**config.mk**
```make
export PLATFORM = sky130hd
export DESIGN_NAME = ultrasonic_ranger_seven_segment_core
export DESIGN_NICKNAME = d
export VERILOG_FILES = /design/src/ursr_pkg.sv /design/src/ultrasonic_ranger_seven_segment_core.sv /design/src/ursr_seq.sv /design/src/ursr_out.sv
export SDC_FILE = /design/constraint.sdc
export NUM_CORES = 1
export LEC_CHECK = 0
export BUFFER_PORTS_ARGS = -buffer_cell sky130_fd_sc_hd__buf_2
export CAP_MARGIN = 40
export CORE_MARGIN = 5
export CORE_UTILIZATION = 55
export CTS_CLUSTER_SIZE = 16
export DETAILED_ROUTE_END_ITERATION = 6
export GPL_TIMING_DRIVEN = 1
export PLACE_DENSITY = 0.73
export SETUP_SLACK_MARGIN = 0.4
export SLEW_MARGIN = 15
export SYNTH_ARGS = -nofsm -noshare
export SYNTH_HDL_FRONTEND = slang
export SYNTH_HIERARCHICAL = 1
export SYNTH_SLANG_ARGS = --single-unit
```
**constraint.sdc**
```tcl
create_clock -name clock -period 19.3 [get_ports clock]
set_input_delay 1.93 -clock clock [delete_from_list [all_inputs] [get_ports clock]]
set_output_delay 1.93 -clock clock [all_outputs]
set_load 0.05 [all_outputs]
```
**src/ursr_pkg.sv**
```systemverilog
// Shared types, constants and helper functions for the ultrasonic ranger core.
// Used by ursr_seq, ursr_out and ultrasonic_ranger_seven_segment_core.
package ursr_pkg;

   // sequencer phases, one-hot
   typedef enum logic [3:0] {
      PH_DISPLAY   = 4'b0001,
      PH_TRIGGER   = 4'b0010,
      PH_WAIT_HIGH = 4'b0100,
      PH_WAIT_LOW  = 4'b1000
   } phase_type;

   // configuration register indexes
   localparam logic [1:0] CSR_TIMEOUT = 2'd0;
   localparam logic [1:0] CSR_TRIGGER = 2'd1;
   localparam logic [1:0] CSR_DIGIT   = 2'd2;
   localparam logic [1:0] CSR_PASSES  = 2'd3;

   localparam logic [15:0] TIMEOUT_RESET = 16'd30000;
   localparam logic [7:0]  TRIGGER_RESET = 8'd10;
   localparam logic [15:0] DIGIT_RESET   = 16'd2000;
   localparam logic [3:0]  PASSES_RESET  = 4'd10;

   localparam logic [13:0] MAX_HUNDREDTHS = 14'd9999;
   localparam logic [15:0] MAX_BCD        = 16'h9999;
   localparam logic [7:0]  DP_BIT         = 8'h80;
   localparam logic [7:0]  DASH_SEG       = 8'h40;
   localparam logic [1:0]  DP_DIGIT       = 2'd2;
   localparam logic [1:0]  LAST_DIGIT     = 2'd3;

   // 1715/1000 per microsecond = 1 whole step plus 715/1000 remainder
   localparam logic [10:0] REM_STEP = 11'd715;
   localparam logic [10:0] REM_BASE = 11'd1000;

   typedef struct packed {
      logic [15:0] timeout_ticks;
      logic [7:0]  trigger_ticks;
      logic [15:0] digit_ticks;
      logic [3:0]  passes_per_measure;
   } cfg_type;

   // sequencer state seen by the display decode
   typedef struct packed {
      phase_type   phase;
      logic [1:0]  digit_index;
      logic [13:0] shown_bin;
      logic [15:0] shown_bcd;
      logic        error_flag;
   } seq_view_type;

   // seven-segment font, segments a..g in bits 0..6
   function automatic logic [7:0] digit_font(input logic [3:0] d);
      logic [7:0] pat;
      case (d)
         4'd0: pat = 8'h3F;
         4'd1: pat = 8'h06;
         4'd2: pat = 8'h5B;
         4'd3: pat = 8'h4F;
         4'd4: pat = 8'h66;
         4'd5: pat = 8'h6D;
         4'd6: pat = 8'h7D;
         4'd7: pat = 8'h07;
         4'd8: pat = 8'h7F;
         4'd9: pat = 8'h6F;
         default: pat = 8'h00;
      endcase
      return pat;
   endfunction

   // add a small increment (1 or 2) to a four-digit bcd value
   function automatic logic [15:0] bcd_add(input logic [15:0] v, input logic [1:0] inc);
      logic [15:0] res;
      logic [4:0]  sum;
      logic [1:0]  carry;
      res   = '0;
      carry = inc;
      for (int i = 0; i < 4; i++) begin
         sum = {1'b0, v[i*4 +: 4]} + {3'b000, carry};
         if (sum >= 5'd10) begin
            res[i*4 +: 4] = 4'(sum - 5'd10);
            carry = 2'd1;
         end else begin
            res[i*4 +: 4] = sum[3:0];
            carry = 2'd0;
         end
      end
      return res;
   endfunction

endpackage

```
**src/ultrasonic_ranger_seven_segment_core.sv**
```systemverilog
// Ultrasonic echo ranger with four-digit multiplexed seven-segment display.
// Each accepted request has its registered response valid in the next cycle.
// Throughput: one request per cycle; a new request is taken while the
// response register is being read, and held off only while it stays stalled.
// Reset (synchronous, active high): display phase, counters and distance
// cleared, registers at their defaults, no response pending.
module ultrasonic_ranger_seven_segment_core (
   input  logic        clock,
   input  logic        reset,
   input  logic        csr_wr_en,
   input  logic [1:0]  csr_index,
   input  logic [15:0] csr_wdata,
   input  logic        req_valid,
   output logic        req_stall,
   input  logic        req_echo_level,
   output logic        rsp_valid,
   input  logic        rsp_stall,
   output logic        rsp_trigger_out,
   output logic [7:0]  rsp_segments,
   output logic [3:0]  rsp_digit_enable_n,
   output logic [13:0] rsp_distance_hundredths,
   output logic        rsp_timed_out
);

   ursr_pkg::cfg_type      cfg_ff;
   ursr_pkg::seq_view_type view;
   logic                   accept;

   // configuration registers
   always_ff @(posedge clock) begin
      if (reset) begin
         cfg_ff.timeout_ticks      <= ursr_pkg::TIMEOUT_RESET;
         cfg_ff.trigger_ticks      <= ursr_pkg::TRIGGER_RESET;
         cfg_ff.digit_ticks        <= ursr_pkg::DIGIT_RESET;
         cfg_ff.passes_per_measure <= ursr_pkg::PASSES_RESET;
      end else if (csr_wr_en) begin
         case (csr_index)
            ursr_pkg::CSR_TIMEOUT: cfg_ff.timeout_ticks      <= csr_wdata;
            ursr_pkg::CSR_TRIGGER: cfg_ff.trigger_ticks      <= csr_wdata[7:0];
            ursr_pkg::CSR_DIGIT:   cfg_ff.digit_ticks        <= csr_wdata;
            ursr_pkg::CSR_PASSES:  cfg_ff.passes_per_measure <= csr_wdata[3:0];
            default:               cfg_ff.timeout_ticks      <= cfg_ff.timeout_ticks;
         endcase
      end
   end

   // request handshake
   assign req_stall = rsp_valid & rsp_stall;
   assign accept    = req_valid & ~req_stall;

   ursr_seq u_seq (
      .clock      (clock),
      .reset      (reset),
      .step       (accept),
      .echo_level (req_echo_level),
      .cfg        (cfg_ff),
      .view       (view)
   );

   ursr_out u_out (
      .clock                   (clock),
      .reset                   (reset),
      .load                    (accept),
      .view                    (view),
      .rsp_stall               (rsp_stall),
      .rsp_valid               (rsp_valid),
      .rsp_trigger_out         (rsp_trigger_out),
      .rsp_segments            (rsp_segments),
      .rsp_digit_enable_n      (rsp_digit_enable_n),
      .rsp_distance_hundredths (rsp_distance_hundredths),
      .rsp_timed_out           (rsp_timed_out)
   );

endmodule

```
**src/ursr_seq.sv**
```systemverilog
// Measurement sequencer: display multiplexing, trigger pulse, echo timing.
// Depends on ursr_pkg; advances once per accepted request.
module ursr_seq (
   input  logic                   clock,
   input  logic                   reset,
   input  logic                   step,
   input  logic                   echo_level,
   input  ursr_pkg::cfg_type      cfg,
   output ursr_pkg::seq_view_type view
);

   ursr_pkg::phase_type phase_ff, phase_in;
   logic [15:0] tick_ff, tick_in;
   logic [1:0]  digit_ff, digit_in;
   logic [3:0]  pass_ff, pass_in;
   logic [13:0] shown_bin_ff, shown_bin_in;
   logic [15:0] shown_bcd_ff, shown_bcd_in;
   logic        error_ff, error_in;
   // running distance of the echo being timed
   logic [13:0] meas_bin_ff, meas_bin_in;
   logic [15:0] meas_bcd_ff, meas_bcd_in;
   logic [9:0]  meas_rem_ff, meas_rem_in;

   logic [15:0] timeout_lim, digit_lim;
   logic [7:0]  trigger_lim;
   logic [3:0]  passes_lim;
   logic [16:0] tick_inc;
   logic [4:0]  pass_inc;
   logic [10:0] rem_sum;
   logic        rem_carry;
   logic [1:0]  q_step;
   logic [14:0] q_sum;
   logic [13:0] acc_bin;
   logic [15:0] acc_bcd;
   logic [9:0]  acc_rem;

   // zero-valued registers act as one
   assign timeout_lim = (cfg.timeout_ticks == '0) ? 16'd1 : cfg.timeout_ticks;
   assign digit_lim   = (cfg.digit_ticks == '0) ? 16'd1 : cfg.digit_ticks;
   assign trigger_lim = (cfg.trigger_ticks == '0) ? 8'd1 : cfg.trigger_ticks;
   assign passes_lim  = (cfg.passes_per_measure == '0) ? 4'd1 : cfg.passes_per_measure;

   assign tick_inc = {1'b0, tick_ff} + 17'd1;
   assign pass_inc = {1'b0, pass_ff} + 5'd1;

   // one more echo microsecond: add 1.715 hundredths, saturate at full scale
   always_comb begin
      rem_sum   = {1'b0, meas_rem_ff} + ursr_pkg::REM_STEP;
      rem_carry = (rem_sum >= ursr_pkg::REM_BASE);
      acc_rem   = rem_carry ? 10'(rem_sum - ursr_pkg::REM_BASE) : rem_sum[9:0];
      q_step    = rem_carry ? 2'd2 : 2'd1;
      q_sum     = {1'b0, meas_bin_ff} + {13'd0, q_step};
      if (q_sum > {1'b0, ursr_pkg::MAX_HUNDREDTHS}) begin
         acc_bin = ursr_pkg::MAX_HUNDREDTHS;
         acc_bcd = ursr_pkg::MAX_BCD;
      end else begin
         acc_bin = q_sum[13:0];
         acc_bcd = ursr_pkg::bcd_add(meas_bcd_ff, q_step);
      end
   end

   // next-state logic
   always_comb begin
      phase_in     = phase_ff;
      tick_in      = tick_ff;
      digit_in     = digit_ff;
      pass_in      = pass_ff;
      shown_bin_in = shown_bin_ff;
      shown_bcd_in = shown_bcd_ff;
      error_in     = error_ff;
      meas_bin_in  = meas_bin_ff;
      meas_bcd_in  = meas_bcd_ff;
      meas_rem_in  = meas_rem_ff;
      case (phase_ff)
         ursr_pkg::PH_DISPLAY: begin
            if (tick_inc >= {1'b0, digit_lim}) begin
               tick_in = '0;
               if (digit_ff == ursr_pkg::LAST_DIGIT) begin
                  digit_in = '0;
                  if (pass_inc >= {1'b0, passes_lim}) begin
                     pass_in  = '0;
                     phase_in = ursr_pkg::PH_TRIGGER;
                  end else begin
                     pass_in = pass_inc[3:0];
                  end
               end else begin
                  digit_in = digit_ff + 2'd1;
               end
            end else begin
               tick_in = tick_inc[15:0];
            end
         end
         ursr_pkg::PH_TRIGGER: begin
            if (tick_inc >= {9'd0, trigger_lim}) begin
               tick_in  = '0;
               phase_in = ursr_pkg::PH_WAIT_HIGH;
            end else begin
               tick_in = tick_inc[15:0];
            end
         end
         ursr_pkg::PH_WAIT_HIGH: begin
            if (echo_level) begin
               tick_in     = 16'd1;
               meas_bin_in = 14'd1;
               meas_bcd_in = 16'h0001;
               meas_rem_in = ursr_pkg::REM_STEP[9:0];
               phase_in    = ursr_pkg::PH_WAIT_LOW;
            end else begin
               tick_in = tick_inc[15:0];
            end
            if ((echo_level && timeout_lim == 16'd1) ||
                (!echo_level && tick_inc >= {1'b0, timeout_lim})) begin
               phase_in     = ursr_pkg::PH_DISPLAY;
               tick_in      = '0;
               digit_in     = '0;
               pass_in      = '0;
               shown_bin_in = '0;
               shown_bcd_in = '0;
               error_in     = 1'b1;
            end
         end
         ursr_pkg::PH_WAIT_LOW: begin
            if (echo_level) begin
               tick_in     = tick_inc[15:0];
               meas_bin_in = acc_bin;
               meas_bcd_in = acc_bcd;
               meas_rem_in = acc_rem;
               if (tick_inc >= {1'b0, timeout_lim}) begin
                  phase_in     = ursr_pkg::PH_DISPLAY;
                  tick_in      = '0;
                  digit_in     = '0;
                  pass_in      = '0;
                  shown_bin_in = '0;
                  shown_bcd_in = '0;
                  error_in     = 1'b1;
               end
            end else begin
               // echo fell: latch the measured distance
               phase_in     = ursr_pkg::PH_DISPLAY;
               tick_in      = '0;
               digit_in     = '0;
               pass_in      = '0;
               shown_bin_in = meas_bin_ff;
               shown_bcd_in = meas_bcd_ff;
               error_in     = 1'b0;
            end
         end
         default: begin
            phase_in = ursr_pkg::PH_DISPLAY;
            tick_in  = '0;
            digit_in = '0;
            pass_in  = '0;
         end
      endcase
   end

   // control and shown-value registers
   always_ff @(posedge clock) begin
      if (reset) begin
         phase_ff     <= ursr_pkg::PH_DISPLAY;
         tick_ff      <= '0;
         digit_ff     <= '0;
         pass_ff      <= '0;
         shown_bin_ff <= '0;
         shown_bcd_ff <= '0;
         error_ff     <= 1'b0;
      end else if (step) begin
         phase_ff     <= phase_in;
         tick_ff      <= tick_in;
         digit_ff     <= digit_in;
         pass_ff      <= pass_in;
         shown_bin_ff <= shown_bin_in;
         shown_bcd_ff <= shown_bcd_in;
         error_ff     <= error_in;
      end
   end

   // measurement accumulator, loaded when the echo rises and advanced while it stays high
   always_ff @(posedge clock) begin
      if (step) begin
         meas_bin_ff <= meas_bin_in;
         meas_bcd_ff <= meas_bcd_in;
         meas_rem_ff <= meas_rem_in;
      end
   end

   assign view.phase       = phase_ff;
   assign view.digit_index = digit_ff;
   assign view.shown_bin   = shown_bin_ff;
   assign view.shown_bcd   = shown_bcd_ff;
   assign view.error_flag  = error_ff;

endmodule

```
**src/ursr_out.sv**
```systemverilog
// Display decode and result register with valid/stall handshake.
// Depends on ursr_pkg; fed by the sequencer view before its update.
module ursr_out (
   input  logic                   clock,
   input  logic                   reset,
   input  logic                   load,
   input  ursr_pkg::seq_view_type view,
   input  logic                   rsp_stall,
   output logic                   rsp_valid,
   output logic                   rsp_trigger_out,
   output logic [7:0]             rsp_segments,
   output logic [3:0]             rsp_digit_enable_n,
   output logic [13:0]            rsp_distance_hundredths,
   output logic                   rsp_timed_out
);

   logic        valid_ff, valid_in;
   logic        trig_ff, trig_in;
   logic [7:0]  segs_ff, segs_in;
   logic [3:0]  en_n_ff, en_n_in;
   logic [13:0] dist_ff;
   logic        tout_ff;
   logic [3:0]  cur_digit;

   assign cur_digit = view.shown_bcd[{view.digit_index, 2'b00} +: 4];

   // segment and digit-enable decode from the current state
   always_comb begin
      trig_in = 1'b0;
      segs_in = '0;
      en_n_in = 4'hF;
      case (view.phase)
         ursr_pkg::PH_DISPLAY: begin
            segs_in = view.error_flag ? ursr_pkg::DASH_SEG : ursr_pkg::digit_font(cur_digit);
            if (view.digit_index == ursr_pkg::DP_DIGIT) begin
               segs_in = segs_in | ursr_pkg::DP_BIT;
            end
            en_n_in = ~(4'b0001 << view.digit_index);
         end
         ursr_pkg::PH_TRIGGER: begin
            trig_in = 1'b1;
         end
         default: begin
            trig_in = 1'b0;
         end
      endcase
   end

   // result valid holds while stalled
   assign valid_in = load | (valid_ff & rsp_stall);

   always_ff @(posedge clock) begin
      if (reset) begin
         valid_ff <= 1'b0;
      end else begin
         valid_ff <= valid_in;
      end
   end

   // result payload
   always_ff @(posedge clock) begin
      if (load) begin
         trig_ff <= trig_in;
         segs_ff <= segs_in;
         en_n_ff <= en_n_in;
         dist_ff <= view.shown_bin;
         tout_ff <= view.error_flag;
      end
   end

   assign rsp_valid               = valid_ff;
   assign rsp_trigger_out         = trig_ff;
   assign rsp_segments            = segs_ff;
   assign rsp_digit_enable_n      = en_n_ff;
   assign rsp_distance_hundredths = dist_ff;
   assign rsp_timed_out           = tout_ff;

endmodule
```
Word level (Yosys, flattened, before mapping)
Memories as Yosys holds them, arrays and structs flattened.
Cells that the tools add are included.
{"block": "word_totals", "ff_bits": 170, "romBits": 112, "input_bits": 24, "out_inout_bits": 30, "word_cells": 162, "n_memories": 1}
{"block": "op_classes", "add_sub_neg": 14, "order_cmp": 10, "eq_ne": 19, "shifts": 2, "n_mux": 71, "bitwise_logic": 6, "reduce_logical": 19}
{"memory": "(no name shown)", "depth": 16, "word_bits": 7, "rd": 1, "rd_clocked_by_memory_dff": 0, "wr": 0, "line_no": "ursr_pkg.sv:54", "text": "case (d)"}
{"op": "$mux W16", "n": 14}
{"op": "$mux W14", "n": 6}
{"op": "$mux W4", "n": 19}
{"op": "$pmux W16 S2", "n": 2}
{"op": "$pmux W16 S4", "n": 1}
{"op": "$pmux W14 S2", "n": 2}
{"op": "$ge A17 B16 Y1", "n": 2}
{"op": "$logic_not A16 Y1", "n": 2}
{"op": "$pmux W4 S4", "n": 2}
{"op": "$mux W10", "n": 3}
{"op": "$mux W8", "n": 3}
{"op": "$add A4 B2 Y5", "n": 4}
{"op": "$ge A5 B4 Y1 const B", "n": 4}
{"op": "$pmux W10 S2", "n": 1}
{"op": "$mux W2", "n": 9}
{"op": "$add A16 B1 Y17 const B", "n": 1}
{"op": "$ge A17 B8 Y1", "n": 1}
{"op": "$eq A16 B1 Y1 const B", "n": 1}
{"op": "$shiftx A16 B5 Y4", "n": 1}
{"op": "$sub A4 B4 Y4 const B", "n": 4}
{"op": "$add A14 B2 Y15", "n": 1}
{"op": "$gt A15 B14 Y1 const B", "n": 1}
{"op": "$ne A2 B2 Y1 const B", "n": 6}
{"op": "$add A10 B10 Y11 const B", "n": 1}
{"op": "other kinds (33)", "n": 50}

Longest topological paths before layout
{"block": "logic_depth", "word_depth": 21, "mapped_depth": 38, "depth_no_buf": 38}

Modules after synthesis
Netlist, hierarchy kept.
{"mod": "ursr_seq", "instances": 1, "cells_per_inst": 724, "area_each_um2": 6581.3, "seq_area_each_um2": 2342.2}
{"mod": "ultrasonic_ranger_seven_segment_core", "instances": 1, "cells_per_inst": 178, "area_each_um2": 1801.7, "seq_area_each_um2": 880.8}
{"mod": "ursr_out", "instances": 1, "cells_per_inst": 80, "area_each_um2": 1302.5, "seq_area_each_um2": 860.8}

Worst setup path before layout
No wires, ideal clock.
{"block": "synth_path", "path_type": "register -> register", "startpoint": "register u_seq.meas_rem_ff[0]", "endpoint": "register u_seq.meas_bcd_ff[15] (data pin)", "setup_time_ps": 152, "t_arrival_ps": 7364, "t_required_ps": 19148, "slack_ps": 11784, "path_stages_with_launch": 37, "n_path_buf": 0, "period_less_slack_ps": 7516, "cell_sequence": "edfxtp_1 > inv_1 > ha_1 > nor2b_1 > nor2_1 > xor2_1 > ha_1 > a21boi_1 > o41ai_2 > inv_2 > ha_1 > inv_1 > fa_1 > ha_1 > o32a_1 > o21ai_0 > ha_1 > ha_1 > xnor2_1 > ha_1 > a21oi_1 > a31o_2 > ha_1 > ha_1 > xnor2_1 > ha_1 > a21oi_1 > a31o_2 > ha_1 > ha_1 > xnor2_1 > ha_1 > o31a_1 > o21ai_0 > nand2_1 > mux2_2 > o21ai_0"}
{"block": "synth_via", "elab_chain_cells": 21, "word_cells_on_any_way": 24, "classes_between": "add/sub (7); order compare (6); mux (11)"}
{"item": "start: declaration", "line_no": "ursr_seq.sv:22", "text": "logic [9:0] meas_rem_ff, meas_rem_in;"}
{"item": "start signal: assignment", "line_no": "ursr_seq.sv:183", "text": "meas_rem_ff <= meas_rem_in;"}
{"item": "$add A10 B10 Y11 *", "line_no": "ursr_seq.sv:48", "text": "rem_sum = {1'b0, meas_rem_ff} + ursr_pkg::REM_STEP;"}
{"item": "$ge A11 B10 Y1 *", "line_no": "ursr_seq.sv:49", "text": "rem_carry = (rem_sum >= ursr_pkg::REM_BASE);"}
{"item": "$mux W2 *", "line_no": "ursr_seq.sv:51", "text": "q_step = rem_carry ? 2'd2 : 2'd1;"}
{"item": "$add A4 B2 Y5", "line_no": "ursr_pkg.sv:78", "text": "sum = {1'b0, v[i*4 +: 4]} + {3'b000, carry};"}
{"item": "$ge A5 B4 Y1", "line_no": "ursr_pkg.sv:79", "text": "if (sum >= 5'd10) begin"}
{"item": "$mux W1", "line_no": "ursr_pkg.sv:79"}
{"item": "$mux W2", "line_no": "ursr_seq.sv:53", "text": "if (q_sum > {1'b0, ursr_pkg::MAX_HUNDREDTHS}) begin"}
{"item": "$add A4 B2 Y5", "line_no": "ursr_pkg.sv:78"}
{"item": "[... 5 more ...]"}
{"item": "$mux W1", "line_no": "ursr_pkg.sv:79"}
{"item": "$mux W2", "line_no": "ursr_seq.sv:53"}
{"item": "$add A4 B2 Y5", "line_no": "ursr_pkg.sv:78"}
{"item": "$sub A4 B4 Y4 / $ge A5 B4 Y1 (equally long branches)", "line_no": "ursr_pkg.sv:80, ursr_pkg.sv:79"}
{"item": "$mux W4", "line_no": "ursr_pkg.sv:79"}
{"item": "$mux W16 *", "line_no": "ursr_seq.sv:53"}
{"item": "$mux W16 *", "line_no": "ursr_seq.sv:123", "text": "if (echo_level) begin"}
{"item": "$pmux W16 S2 *", "line_no": "ursr_seq.sv:74", "text": "case (phase_ff)"}
{"item": "end signal: assignment", "line_no": "ursr_seq.sv:182", "text": "meas_bcd_ff <= meas_bcd_in;"}
{"item": "end: declaration", "line_no": "ursr_seq.sv:21", "text": "logic [15:0] meas_bcd_ff, meas_bcd_in;"}
Mark *: on every way between the ends. The rest lies on a longest branch, timed or not. The select of a mux whose other input is x is not followed.
A chain may end at the register's enable or synchronous reset.

Worst setup path in the final report
Ends and elaborated chain as after synthesis.

==> impl_metrics.json <==
{
  "antenna_cells": 0,
  "path_buf_inv": 3,
  "multi_input_area_um2": 5170,
  "core_um2": 17300,
  "internal_power_mw": 0.572,
  "synth_top_cell_by_area": "dfxtp_1",
  "final_antenna_net_count": 0,
  "hold_viol": 0,
  "root_buffer": "clkbuf_16",
  "synth_top_area_share_pct": 21.1,
  "cp_slowest_stage_delay_ns": 0.63,
  "row_count": 48,
  "dp_hpwl_mm": 15.3,
  "fin_crit_ns": 8.56,
  "finalNonFillerCells": 1261,
  "synth_edf_count": 68,
  "start_util_pct": 56.0,
  "pwr-share-comb_pct": 5.6,
  "yosysSeqAreaShare_pct": 42.2,
  "clock.fmax_ghz": 0.117,
  "portBuffers": 53,
  "maxCapViolCount": 0,
  "power_frac_clock_pct": 44.0,
  "syn-instance-count": 982,
  "yosys-top-cells-count": "102 x dfxtp_1, 76 x nor2_1, 70 x ha_1, 68 x edfxtp_1, 68 x inv_1",
  "slew_viol_final": 0,
  "yosys_warnings": 6,
  "fill_cells": 1426,
  "power_density_nw_per_um2": 70.5,
  "dp.cells": 1228,
  "drc": 0,
  "power.leakage_nw": 4.41,
  "final_layout_size_suffix_gt1_share_pct": 12.0,
  "hold_ws_ns": 0.433,
  "fin_setup_tns_ns": 0,
  "async_reset_ff_share_pct": 0,
  "cts.sinks": 170,
  "final_nets": 1119,
  "avgRoutedWirePerCell_um": 16.7,
  "relSlewSlack_pct": 47.6,
  "viasPerCell": 5.87,
  "routed_wl_mm": 21.0,
  "seqPwrFrac_pct": 50.4,
  "htreeDepth": 4,
  "cts_setup_buffers": 0,
  "cts_max_path_buffers": 2,
  "cts-resized-gates": 0,
  "status": "finished clean",
  "dpl_worst_slack_ns": 10.88,
  "grt_pass1_vias": 6884,
  "synth_area_leaders": "dfxtp_1 21%, edfxtp_1 21%, ha_1 9.0%",
  "period_share_pct": 44.3,
  "fp.dieArea_um2": 20400,
  "num_vias": 7408,
  "grt_pass1_wl_mm": 34.6,
  "worst_slack_ns": 10.74,
  "cts_buffers": 17,
  "drt_pass1_iterations": 5,
  "drt_iter0_markers": 629,
  "clk_latency_ns": 0.43,
  "arrival_ns": 8.82,
  "path_max_fanout": 9,
  "critPathMostFrequentCell": "ha_1",
  "antenna_found_initial": 0,
  "critPathCaptureType": "register",
  "ys_seq_elements": 170,
  "setup_viol": 0,
  "path_delay_family": "adder cells",
  "grt_max_degree": 50,
  "slowest_stage": "o41ai_2",
  "cp.required_ns": 19.56,
  "netSwitchingPower_mw": 0.184,
  "cts_tree": "done",
  "design_area_um2": 10700,
  "critPathKind": "reg2reg",
  "tightest_slew_ns": 0.779,
  "clk_pin_slew_ns": 0.06,
  "yosysMostFrequentCell": "dfxtp_1",
  "num_io_pins": 54,
  "final.setup_skew_ns": 0.00696,
  "die_height_um": 143,
  "grt-ovfl-total": 0,
  "ir_drop_mv": 0.0664,
  "synth_flop_cell": "dfxtp_1",
  "grt.total_usage_pct": 20.9,
  "synth.avg_cell_area_um2": 9.86,
  "synth_area_um2": 9690,
  "fp.dieW_um": 143,
  "rsz0062_at_grt": "false",
  "postPlaceCellArea_um2": 10100,
  "swShare_pct": 24.3,
  "syn_nets": 1078,
  "syn_to_final_growth_pct": 10.7,
  "seq_area_um2": 4080,
  "hp-class": "reg2reg",
  "gp_congestion": 0.915,
  "start_kind": "register",
  "postCtsHoldBufs": 0,
  "synthDistinctLibCells": 79
}
-- final cells by class --
cell class | count | area share [%]
clock inverter | 15 | 1.31
tap | 225 | 2.63
inverter | 72 | 2.52
multi-input combinational | 701 | 48.2
timing repair buffer | 61 | 3.27
clock buffer | 17 | 3.97
sequential | 170 | 38.1
-- worst paths after layout --
path / to / slack, ns / cells past startpoint / from
hold reg to reg: u_out/rsp_distance_hundredths[12] / 0.43 / 0 / u_seq/shown_bin_ff[12]
setup / recovery: u_seq/meas_bcd_ff[15] / 10.74 / 38 / u_seq/meas_rem_ff[0]
hold / removal: u_out/rsp_distance_hundredths[12] / 0.43 / 0 / u_seq/shown_bin_ff[12]
setup reg to reg: u_seq/meas_bcd_ff[15] / 10.74 / 38 / u_seq/meas_rem_ff[0]
-- flip-flops by register name, indices dropped and copies added (netlist names), 8 cells and up --
signal                         count
cfg_ff                            44
u_seq/meas_bin_ff                 14
u_out/rsp_distance_hundredths     14
u_out/rsp_segments                 8
u_seq/tick_ff                     16
u_seq/shown_bin_ff                14
u_seq/meas_bcd_ff                 16
u_seq/meas_rem_ff                 10
u_seq/shown_bcd_ff                16
-- worst register-to-register path, delay by kind of cell (launching register included) --
family / cells / cell delay [ns]
adders and majority gates: 14 / 3.41
AOI/OAI and AO/OA: 12 / 2.53
xor gates and xnor gates: 5 / 1.09
DFF: 1 / 0.41
buffers and inverters: 3 / 0.38
and+or+nand+nor: 3 / 0.32
muxes: 1 / 0.27
-- power groups by stage --
stage          registers (mW)  clock network [mW]  logic, mW
6_report                0.381               0.333     0.0421
3_3_place_gp            0.389                   0     0.0408
5_1_grt                 0.382               0.356     0.0462
3_5_place_dp            0.389                   0     0.0419
4_1_cts                 0.381               0.338     0.0421
2_1_floorplan           0.395                   0     0.0230
-- placed cells by master (no fill, tap or decap), types with 5 or more instances in the layout --
cell type / count
a22o_1: 30
nand2b_1: 54
clkbuf_16: 17
a211oi_1: 5
or2_2: 7
nor4_1: 11
nand2_1: 59
edfxtp_1: 68
inv_1: 68
buf_4: 5
nand3_1: 26
a21o_1: 7
nor2_1: 75
o21ai_1: 13
or3_1: 5
and3_1: 5
nand3b_1: 5
and2_1: 8
o211ai_1: 5
inv_6: 5
o21ai_0: 27
o22ai_1: 5
nor3_1: 13
a32o_1: 11
mux2i_1: 51
dfxtp_1: 102
nand4_1: 13
a31oi_1: 8
xnor2_1: 24
buf_2: 53
a21oi_1: 36
or4b_1: 5
ha_1: 70
and4_1: 8
nor4b_1: 5
xor2_1: 24
-- layer usage --
| metal | GRT usage, % | up-vias | wire, um |
|---|---|---|---|
| met5 | 0 | - | 0 |
| met4 | 6.35 | 0 | 291 |
| met3 | 3.38 | 26 | 981 |
| met2 | 32.2 | 168 | 9620 |
| met1 | 30.5 | 3537 | 10100 |
| li1 | - | 3677 | - |
-- through the flow --
step                util, %  total power, mW
global route           62.0            0.784
floorplan                 -            0.418
finish                 62.0            0.756
CTS                    62.0            0.761
detailed placement     58.7            0.431
global placement       58.3            0.430
-- kinds of logic after synthesis --
logic type      Yosys count  synth area share, %
simple gates            320                 17.6
compound gates          202                 15.0
flops                   170                 42.2
buf+inv                 111                 4.72
fa+ha+maj                72                 9.46
mux                      59                 6.70
xor+xnor                 48                 4.34
Note: power is estimated with default switching activity, not from simulation.
